<file path="config.mk">
export PLATFORM = sky130hd
export DESIGN_NAME = bpe_cell
export DESIGN_NICKNAME = d
export VERILOG_FILES = /design/src/rtl/bpe_pkg.sv /design/src/rtl/bpe_cell.sv
export SDC_FILE = /design/constraint.sdc
export NUM_CORES = 2
export LEC_CHECK = 0
export ABC_AREA = 0
export BUFFER_PORTS_ARGS = -buffer_cell sky130_fd_sc_hd__buf_4
export CAP_MARGIN = 20
export CORE_MARGIN = 10
export CORE_UTILIZATION = 55
export DETAILED_ROUTE_END_ITERATION = 10
export GPL_TIMING_DRIVEN = 0
export PLACE_DENSITY = 0.68
export SLEW_MARGIN = 20
export SYNTH_ARGS = -nofsm -noshare
export SYNTH_HDL_FRONTEND = slang
export SYNTH_SLANG_ARGS = --single-unit
</file>
<file path="constraint.sdc">
create_clock -name clk -period 13.62 [get_ports clk]
set_input_delay 1.362 -clock clk [delete_from_list [all_inputs] [get_ports clk]]
set_output_delay 1.362 -clock clk [all_outputs]
set_load 0.03 [all_outputs]
</file>
<file path="src/rtl/bpe_pkg.sv">
// shared types, codes and the fixed-point lerp for the bicubic patch evaluator
// no dependencies
package bpe_pkg;

	localparam int CW    = 32;
	localparam int IDX_W = 4;
	localparam int PW    = 17;
	localparam int FRAC  = 16;

	localparam logic [PW-1:0] PARAM_ONE = 17'd65536;

	localparam logic CMD_LOAD = 1'b0;
	localparam logic CMD_EVAL = 1'b1;

	typedef logic signed [CW-1:0] coord_t;

	typedef struct packed {
		coord_t x;
		coord_t y;
		coord_t z;
	} point_t;

	typedef struct packed {
		logic              cmd;
		logic [IDX_W-1:0]  point_index;
		coord_t            coord_x;
		coord_t            coord_y;
		coord_t            coord_z;
		logic [PW-1:0]     param_u;
		logic [PW-1:0]     param_v;
	} req_t;

	typedef struct packed {
		coord_t point_x;
		coord_t point_y;
		coord_t point_z;
	} res_t;

	// control that travels beside each row of the stream
	typedef struct packed {
		logic          vld;
		logic          last;
		logic [PW-1:0] u;
	} pipe_ctl_t;

	// a + floor((b - a) * t / 2^16)
	function automatic coord_t lerp(coord_t a, coord_t b, logic [PW-1:0] t);
		logic signed [CW:0]      d;
		logic signed [CW+PW+1:0] p;
		begin
			d = {b[CW-1], b} - {a[CW-1], a};
			p = d * $signed({1'b0, t});
			return a + p[FRAC+CW-1:FRAC];
		end
	endfunction

	function automatic point_t lerp_pt(point_t a, point_t b, logic [PW-1:0] t);
		point_t r;
		begin
			r.x = lerp(a.x, b.x, t);
			r.y = lerp(a.y, b.y, t);
			r.z = lerp(a.z, b.z, t);
			return r;
		end
	endfunction

endpackage

</file>
<file path="src/rtl/bpe_cell.sv">
// one cell of the u chain: lerps each arriving row result with the one before it
// depends on bpe_pkg
module bpe_cell (
	input  logic               clk,
	input  logic               arst_n,
	input  logic               adv,
	input  bpe_pkg::point_t    in_pt,
	input  bpe_pkg::pipe_ctl_t in_ctl,
	output bpe_pkg::point_t    out_pt,
	output bpe_pkg::pipe_ctl_t out_ctl
);
	import bpe_pkg::*;

	point_t    prev_q;
	point_t    pt_q;
	pipe_ctl_t ctl_q;

	always_ff @(posedge clk) begin
		if (adv && in_ctl.vld) begin
			prev_q <= in_pt;
			pt_q   <= lerp_pt(prev_q, in_pt, in_ctl.u);
		end
	end

	always_ff @(posedge clk or negedge arst_n) begin
		if (!arst_n) begin
			ctl_q <= '0;
		end else if (adv) begin
			ctl_q <= in_ctl;
		end
	end

	assign out_pt  = pt_q;
	assign out_ctl = ctl_q;

endmodule

</file>
==> flow_summary_export.csv <==
group,metric,value,unit
run_status,status,"finished clean",
critical_path,cp_data_arrival_time,13640,ps
critical_path,critPathRequiredTime,14010,ps
critical_path,crit_type,"in -> reg",
clocking,h-tree-depth,1,
placed_design,routabilityCongestion,1.00,
clocking,clkSinkCount,211,
drt,vias,54100,
critical_path,slowest_delay,960,ps
cells_and_area,fin_area,76400,um2
timing,layout_min_cycle_time,13250,ps
cells_and_area,final_cells,9764,
global_route,grt_pass1_wl,346000,um
timing,clock.fmax,75.5,MHz
logic_synthesis,synth_area,70800,um2
placed_design,place_inst,9669,
hold_path,hold_class,"reg -> reg",
timing,setup_viol,0,
hold_path,hp-start,"out_ctl[13]",
clocking,clock_tree.buffer_depth,3,
critical_path,cp_common_cell,"fa_1",
drt,routed.top_layer,"met5",
cells_and_area,final_common_cell,"inv_1",
global_route,grt_usage,0.324,
critical_path,worst-r2r-setup-slack,730,ps
hold_path,min_to,"out_ctl[13]",
placed_design,placed_cell_area,75000,um2
placed_design,hpwl,188000,um
global_route,grt_start_max_net_pins,54,
cells_and_area,area_growth,7.80,%
logic_synthesis,synth_enable_flop_cells,192,
cells_and_area,drive_gt1_frac,0.0543,
drt,drt_wl_total,228000,um
global_route,grt_pass1_vias,56300,
timing,worstMarginPinSlew,1340,ps
logic_synthesis,ys.flop_type,"edfxtp_1",
flow_run,maxCapViolCount,0,
floorplan,num_io_pins,233,
drt,wire_per_inst,23.4,um
timing,setup_slack,372,ps
timing,min_period_over_period,0.973,
critical_path,critPathLaunchType,"primary input",
logic_synthesis,yosysSeqAreaShare,0.0881,
clocking,cts-root-buf,"clkbuf_16",
logic_synthesis,syn_nets,9975,
timing,maxSlewViolCount,0,
placed_design,place_ws,-937,ps
logic_synthesis,yosysWarnings,0,
clocking,ctsHoldBuffers,0,
drt,dr_wl_met3,26100,um
clocking,path_clk_slew,60,ps
drt,drcViolationCount,0,
drt,firstDrtPassIters,5,
logic_synthesis,synth_seq_cells,211,
timing,tns,0,ps
cells_and_area,layout_common_cells,"inv_1 (2,051), fa_1 (1,548), and2_1 (848)",
floorplan,num_rows,131,
drt,m1WireLength,88200,um
clocking,worstSkewPairLatency,670,ps
clocking,cts_tree,"built",
critical_path,reg2reg_from,"prev_q[65]",
critical_path,cpMaxStageDelayCell,"xnor2_1",
global_route,overflow,0,
timing,final-hold-violation-count,0,
cells_and_area,nets,10200,
floorplan,die_h,379,um
floorplan,coreArea,128000,um2
drt,ant_nets,0,
logic_synthesis,postSynthCellCount,7778,
critical_path,r2r_end,"out_pt[95]",
clocking,cts_buffers,30,
timing,fin_skew,26.8,ps
drt,wl_met2,101000,um
floorplan,floorplan.die_area,144000,um2
floorplan,die_w,379,um
hold_path,hold_depth,1,
drt,vias_per_cell,5.54,
timing,relSlewSlack,0.105,
critical_path,worst_setup_path_end_kind,"flop",
global_route,grt_antenna_before_repair,67,
logic_synthesis,synth-async-reset-ratio,0.0900,
logic_synthesis,avgSynthCellArea,9.11,um2
placed_design,numPortBuffers,215,
floorplan,initial_core_util,0.555,
drt,drt_iter0_drc,4708,
logic_synthesis,synthDistinctLibCells,71,
critical_path,rr_worst_depth,45,
critical_path,crit_fanout,10,
-- per-stage QoR --
| stage | utilization | hold WS, ps |
|---|---|---|
| 2_1_floorplan | - | 554 |
| 3_3_place_gp | 0.584 | 491 |
| 3_5_place_dp | 0.587 | 498 |
| 4_1_cts | 0.595 | 510 |
| 5_1_grt | 0.598 | 527 |
| 6_report | 0.598 | 509 |
-- metal layers --
metal | GRT usage | vias up
li1 | - | 23500
met1 | 0.430 | 27400
met2 | 0.497 | 2679
met3 | 0.0831 | 573
met4 | 0.151 | 28
met5 | 0 | -
-- area by class of cell --
| type | instances | area [um2] |
|---|---|---|
| clock buffer | 46 | 893 |
| multi-input combinational | 5228 | 56200 |
| sequential | 211 | 6240 |
| clock inverter | 10 | 70.1 |
| timing repair buffer | 234 | 1930 |
| buffer | 288 | 1170 |
| tap | 1662 | 2080 |
| antenna | 34 | 85.1 |
| inverter | 2051 | 7700 |
| fill | 11300 | 51300 |
-- registers in the layout, summed over array words and instances (netlist names) --
register  count
out_pt       96
out_ctl      19
prev_q       96
-- repair_timing --
action                     CTS  global route
cloned                       0             0
pin swaps                    0             1
setup buffers                0             2
setup endpoints to repair    5            19
hold endpoints to repair     0             0
resized for setup            9            55
-- cell usage after synthesis, drive strengths merged (39+ instances only) --
cell	count	area [um2]
a21o	110	826
a21oi	207	1040
and2	849	5310
clkbuf	287	1080
edfxtp	192	5770
fa	1548	31000
ha	531	6640
inv	2051	7700
nand2	805	3020
nand2b	56	350
nand3	46	230
nor2	168	631
nor2b	130	813
nor3	42	210
o21a	46	345
o21ai	98	490
o21bai	39	293
xnor2	219	1920
xor2	78	683
-- cell families (layout without fill, tap and decap cells) --
group | after synthesis | after routing | share of synthesized area
compound gates | 642 | 642 | 0.0585
xor+xnor | 298 | 298 | 0.0370
fa+ha+maj | 2079 | 2079 | 0.531
buf+inv | 2339 | 2629 | 0.124
flops | 211 | 211 | 0.0881
mux | 19 | 19 | 0.00302
other cells | 0 | 34 | 0
simple gates | 2190 | 2190 | 0.158
-- worst max-delay path, delay by kind of cell --
family                   cells  cell delay, ps
AO/OA/AOI/OAI               15            4380
adder cells (fa/ha/maj)      9            3590
AND/OR/NAND/NOR             12            2120
XOR/XNOR                     3            1240
buffers and inverters        7             920
-- how the worst max path moves through the flow --
stage,from,endpoint
2_1_floorplan,in_pt[4],out_pt[30]
3_3_place_gp,in_pt[64],out_pt[94]
3_5_place_dp,in_pt[64],out_pt[94]
4_1_cts,in_pt[64],out_pt[94]
5_1_grt,in_pt[4],out_pt[30]
6_report,in_pt[64],out_pt[95]
Power is left out: the tool's default activity adds up to more than one toggle a clock period on the data nets, which glitch-free logic cannot reach.
