<file path="config.mk">
export PLATFORM = sky130hd
export DESIGN_NAME = bpe_store
export DESIGN_NICKNAME = d
export VERILOG_FILES = /design/src/rtl/bpe_pkg.sv /design/src/rtl/bpe_store.sv
export SDC_FILE = /design/constraint.sdc
export NUM_CORES = 1
export LEC_CHECK = 0
export BUFFER_PORTS_ARGS = -buffer_cell sky130_fd_sc_hd__buf_2
export CORE_MARGIN = 10
export CORE_UTILIZATION = 64
export CTS_CLUSTER_SIZE = 8
export DETAILED_ROUTE_END_ITERATION = 8
export PLACE_DENSITY = 0.84
export SYNTH_ARGS = -nofsm -noshare
export SYNTH_HDL_FRONTEND = slang
export SYNTH_SLANG_ARGS = --single-unit
</file>
<file path="constraint.sdc">
create_clock -name clk -period 3.2 [get_ports clk]
set_clock_uncertainty 0.2 [all_clocks]
set_input_delay 0.48 -clock clk [delete_from_list [all_inputs] [get_ports clk]]
set_output_delay 0.48 -clock clk [all_outputs]
set_load 0.02 [all_outputs]
</file>
<file path="src/rtl/bpe_pkg.sv">
// shared types, codes and the fixed-point lerp for the bicubic patch evaluator
// no dependencies
package bpe_pkg;

	localparam int CW    = 32;
	localparam int IDX_W = 4;
	localparam int PW    = 17;
	localparam int FRAC  = 16;

	localparam logic [PW-1:0] PARAM_ONE = 17'd65536;

	localparam logic CMD_LOAD = 1'b0;
	localparam logic CMD_EVAL = 1'b1;

	typedef logic signed [CW-1:0] coord_t;

	typedef struct packed {
		coord_t x;
		coord_t y;
		coord_t z;
	} point_t;

	typedef struct packed {
		logic              cmd;
		logic [IDX_W-1:0]  point_index;
		coord_t            coord_x;
		coord_t            coord_y;
		coord_t            coord_z;
		logic [PW-1:0]     param_u;
		logic [PW-1:0]     param_v;
	} req_t;

	typedef struct packed {
		coord_t point_x;
		coord_t point_y;
		coord_t point_z;
	} res_t;

	// control that travels beside each row of the stream
	typedef struct packed {
		logic          vld;
		logic          last;
		logic [PW-1:0] u;
	} pipe_ctl_t;

	// a + floor((b - a) * t / 2^16)
	function automatic coord_t lerp(coord_t a, coord_t b, logic [PW-1:0] t);
		logic signed [CW:0]      d;
		logic signed [CW+PW+1:0] p;
		begin
			d = {b[CW-1], b} - {a[CW-1], a};
			p = d * $signed({1'b0, t});
			return a + p[FRAC+CW-1:FRAC];
		end
	endfunction

	function automatic point_t lerp_pt(point_t a, point_t b, logic [PW-1:0] t);
		point_t r;
		begin
			r.x = lerp(a.x, b.x, t);
			r.y = lerp(a.y, b.y, t);
			r.z = lerp(a.z, b.z, t);
			return r;
		end
	endfunction

endpackage

</file>
<file path="src/rtl/bpe_store.sv">
// control point store, one memory per grid column, read one row per cycle while rd_en is high
// depends on bpe_pkg
module bpe_store #(
	parameter int PATCH_SIDE = 4
) (
	input  logic                           clk,
	input  logic                           arst_n,
	input  logic                           wr_en,
	input  logic [bpe_pkg::IDX_W-1:0]      wr_idx,
	input  bpe_pkg::point_t                wr_pt,
	input  logic                           rd_en,
	input  logic [$clog2(PATCH_SIDE)-1:0]  rd_row,
	output bpe_pkg::point_t                rd_pts [PATCH_SIDE]
);
	import bpe_pkg::*;

	localparam int RW    = $clog2(PATCH_SIDE);
	localparam int SLOTS = PATCH_SIDE * PATCH_SIDE;

	logic          wr_ok;
	logic [RW-1:0] wr_row;
	logic [RW-1:0] wr_col;

	assign wr_ok = wr_en && (int'(wr_idx) < SLOTS);

	// split the slot into row and column by compares against row starts
	always_comb begin
		wr_row = '0;
		wr_col = wr_idx[RW-1:0];
		for (int r = 1; r < PATCH_SIDE; r++) begin
			if (int'(wr_idx) >= r * PATCH_SIDE) begin
				wr_row = RW'(r);
				wr_col = RW'(int'(wr_idx) - r * PATCH_SIDE);
			end
		end
	end

	for (genvar c = 0; c < PATCH_SIDE; c++) begin : g_col
		point_t                mem [PATCH_SIDE];
		logic [PATCH_SIDE-1:0] vld_q;
		logic                  wr_here;

		assign wr_here = wr_ok && (wr_col == RW'(c));

		// entries never written read as zero
		always_ff @(posedge clk or negedge arst_n) begin
			if (!arst_n) begin
				vld_q <= '0;
			end else if (wr_here) begin
				vld_q[wr_row] <= 1'b1;
			end
		end

		always_ff @(posedge clk) begin
			if (wr_here) begin
				mem[wr_row] <= wr_pt;
			end
			if (rd_en) begin
				rd_pts[c] <= vld_q[rd_row] ? mem[rd_row] : '0;
			end
		end
	end

endmodule

</file>
==> run summary <==
The synthesized net count came out at 2984. The number of core rows is 121. The count of max-cap constraint violations is 0.

The accumulated negative setup slack came out at 0 ns. The number of buffers on the longest clock path came out at 4. The routed via count is 35673. In the routed layout, each cell is associated on average with a via count of 6.80. The compound-cell area share of the yosys netlist came out at 0.170%. The highest cell delay on the worst timing path came out at 0.81 ns. In this run, synthesis inferred 1920 flip-flops with an integrated enable. STA classifies the critical path endpoint as a flop. The path class of the lowest-slack min-delay path is in2reg. The tree is rooted in a sky130_fd_sc_hd__clkbuf_16. The final number of max-transition violations came out at 0.

The worst-skew pair later-pin latency came out at 0.88 ns. The total setup violations reported at the end of the flow is 0. The die extent in x came out at 352 um. The maximum clock frequency came out at 391 MHz. The global-route usage over all layers came out at 32.6%. The total global routing overflow is 0. The share of synthesized area spent on multiplexers came out at 12.7%. The analysis attributes to cell leakage a power of 28.6 nW. The placed cell count is 4816. The initial antenna violation count is 6. The share of synthesized cell area in full adder, half adder and majority cells is 0%. The most common cell after layout, fill and taps aside is sky130_fd_sc_hd__edfxtp_1. The largest family of logic cells by synthesized area is multiplexers. The slowest stage of the critical path is the sky130_fd_sc_hd__nor2_4 cell. The normalized max-slew margin came out at 33.6%. Leaving out filler cells and counting taps, the final layout contains 5243. In this run the number of H-tree levels came out at 5. The count of clock tree sinks came out at 1936. The I/O pin total came out at 490. The initial utilization of the core area, before any placement, comes to 64.7%. The time the final worst path needs with I/O delays and setup came out at 2.56 ns. The data arrival time of the critical path is 2.86 ns.

The post-route netlist has 33.1% of its cells at a drive strength greater than 1. The number of buffers added for setup after CTS is 0. The switching share of power came out at 22.7%. The utilization after layout came out at 77.1%.

The nature of the critical path startpoint is an input pin. The violation count after the first detailed-route iteration is 5106. Among all flip-flop cells after synthesis, the most frequent one is sky130_fd_sc_hd__edfxtp_1. The average instance in the mapped netlist occupies 24.6 um2.

The number of I/O port buffers is 489. In this run the worst path has a maximum fanout of 24. The sequential share of power came out at 48.7%.

The critical path is of the in2reg type. Dividing total power by cell area gives a power density of 723 nW/um2. The placed wire-length estimate after detailed placement came out at 94500 um.

The sequential element share of the synthesized area is 82.1%. For the pin with the worst max-slew slack, the measured transition is 0.997 ns. The async set or reset register ratio after synthesis came out at 0.826%.

The internal power of the cells totals 47.1 mW. The core area is 109000 um2. The area enclosed by the die boundary is 124000 um2. The count of cell types in the netlist came out at 18. The post-synthesis register bit count came out at 1936. The setup slack of the critical path after layout is 0.645 ns. Setup repair after global routing left no endpoint under its margin.

After technology mapping, the gate count stands at 2878. The critical path buffer and inverter count came out at 3. Summing the areas of all xor and xnor instances in the mapped netlist gives 0% of the synthesized area.

Entering global routing, the biggest net connects 81 pins. The global-route wire length before repair came out at 288000 um. IR analysis of the VDD net gives a maximum drop of 0.603 mV. The CTS tree is built.

For this run, the post-layout net count is 3844. The flow ran to the end, and the final reports show no timing, DRC or antenna violations. During synthesis, Yosys emitted a total of 0 warnings. The required time of the worst setup path is 3.51 ns. After detailed routing, the total wire length is 201000 um. The last weighted congestion value of the routability-driven placer came out at 0.770. Of the available clock period, the critical path in the final layout requires 79.9%. Clock-pin slew was measured on the worst setup and hold paths at 0.05 ns. Combinational logic burns 7.4% of the power. The number of routed nets with antenna violations is 0. The clock network fraction of design power came out at 43.9%.

Hold timing on the final database bottoms out at a slack of 0.0814 ns. Before antenna repair, the detailed router went through 5 iterations. The count of unresolved DRC violations after routing is 0. The mapped netlist covers 70700 um2. The number of global-route vias before repair came to 38017. The layout overhead on the synthesized area came out at 19.3%. The total count of hold-check failures in the final report came to 0. After detailed routing, the average wire length per cell comes to 38.3 um. The library cells used most frequently in the layout, excluding fill and tap cells, are 1920 x sky130_fd_sc_hd__edfxtp_1, 486 x sky130_fd_sc_hd__buf_2, 384 x sky130_fd_sc_hd__and2_1. Traced cell by cell, the critical path runs through dlygate4sd3_1 -> buf_2 -> nand3_1 -> nor2_4 -> buf_12. The die height came out at 352 um. Prior to clock tree synthesis, the placed netlist has a worst setup slack of 0.445 ns. The net switching power of the design came out at 13.9 mW.

Counting the buffers created by CTS gives 292. On the critical path the largest part of the delay comes from simple AND/OR/NAND/NOR gates. After Yosys synthesis, and, or, nand and nor cells account for 3.56% of the synthesized area.
-- synthesized netlist by cell type, types with 2 or more instances --
cell type / n / area share, %
sky130_fd_sc_hd__and2_1: 384 / 3.4
sky130_fd_sc_hd__buf_12: 4 / 0.11
sky130_fd_sc_hd__buf_2: 36 / 0.25
sky130_fd_sc_hd__buf_4: 3 / 0.032
sky130_fd_sc_hd__buf_6: 57 / 0.91
sky130_fd_sc_hd__clkbuf_1: 30 / 0.16
sky130_fd_sc_hd__dfrtp_1: 16 / 0.57
sky130_fd_sc_hd__edfxtp_1: 1920 / 82
sky130_fd_sc_hd__mux4_1: 60 / 2.2
sky130_fd_sc_hd__mux4_2: 328 / 10
sky130_fd_sc_hd__nand2b_1: 2 / 0.018
sky130_fd_sc_hd__nand3b_1: 2 / 0.021
sky130_fd_sc_hd__nor2_1: 16 / 0.085
sky130_fd_sc_hd__o21bai_1: 16 / 0.17
-- layer usage --
layer | GRT usage [%] | share of wire (%) | vias to the layer above
met5 | 0 | 0.010 | -
met4 | 16.4 | 5.6 | 4
met3 | 6.49 | 10 | 621
met2 | 55.4 | 52 | 3131
met1 | 39.8 | 32 | 18422
li1 | - | - | 13495
-- cell families (layout without fill, tap and decap cells) --
group,Yosys count,in the layout
buffers and inverters,130,1013
DFF,1936,1936
muxes,388,388
and+or+nand+nor,408,408
AOI/OAI and AO/OA,16,16
other,0,6
-- path summary, 6_finish.rpt --
check                                                   start                       endpoint  slack [ns]  depth (start not counted)
worst min register to register  g_col[0].vld_q[3]$_DFFE_PN0P_  g_col[0].vld_q[3]$_DFFE_PN0P_        0.28                          1
worst max-delay path                                wr_idx[0]  g_col[3].mem[2][55]$_DFFE_PP_        0.64                          5
max in group asynchronous                              arst_n  g_col[2].vld_q[0]$_DFFE_PN0P_        1.64                          3
min in group asynchronous                              arst_n  g_col[3].vld_q[3]$_DFFE_PN0P_        0.67                          3
worst max register to register  g_col[2].vld_q[3]$_DFFE_PN0P_      rd_pts[159]$_SDFFCE_PN0P_        0.82                          3
worst min-delay path                                rd_row[1]      rd_pts[239]$_SDFFCE_PN0P_        0.08                          3
-- repair_timing --
item | 4_1_cts | 5_1_grt
hold buffers | 104 | 0
endpoints found under the hold margin | 1592 | 0
resized for setup | 0 | 0
-- state kept, by name (all words and copies together) (netlist names) --
signal,flops
g_col.mem,1536
g_col.vld_q,16
rd_pts,384
-- cell type report --
class / count / area (um2)
flip-flops and latches: 1936 / 58100
fillers: 5175 / 25000
multi-input cells: 812 / 11700
clock buffers: 309 / 7520
repair buffers: 696 / 5050
well taps: 1476 / 1850
clock inverters: 8 / 109
diodes: 6 / 15.0
-- worst min-delay path: cells and delay by family --
family | cells | cell delay [ns]
and+or+nand+nor | 1 | 0.12
muxes | 1 | 0.25
buffers and inverters | 1 | 0.18
-- stage by stage --
step	total power [mW]	instance area, um2
4_1_cts	61.0	84300
3_3_place_gp	34.1	75600
5_1_grt	62.3	84300
3_5_place_dp	34.3	75600
2_1_floorplan	32.3	70800
6_report	61.0	84300
-- power by group through the flow --
stage          clock network (mW)  registers [mW]  logic, mW
2_1_floorplan                   0            30.6       1.71
3_3_place_gp                    0            30.0       4.10
6_report                     26.8            29.7       4.52
5_1_grt                      27.9            29.7       4.70
3_5_place_dp                    0            30.1       4.22
4_1_cts                      26.8            29.7       4.50
(Power assumes the default switching activity.)
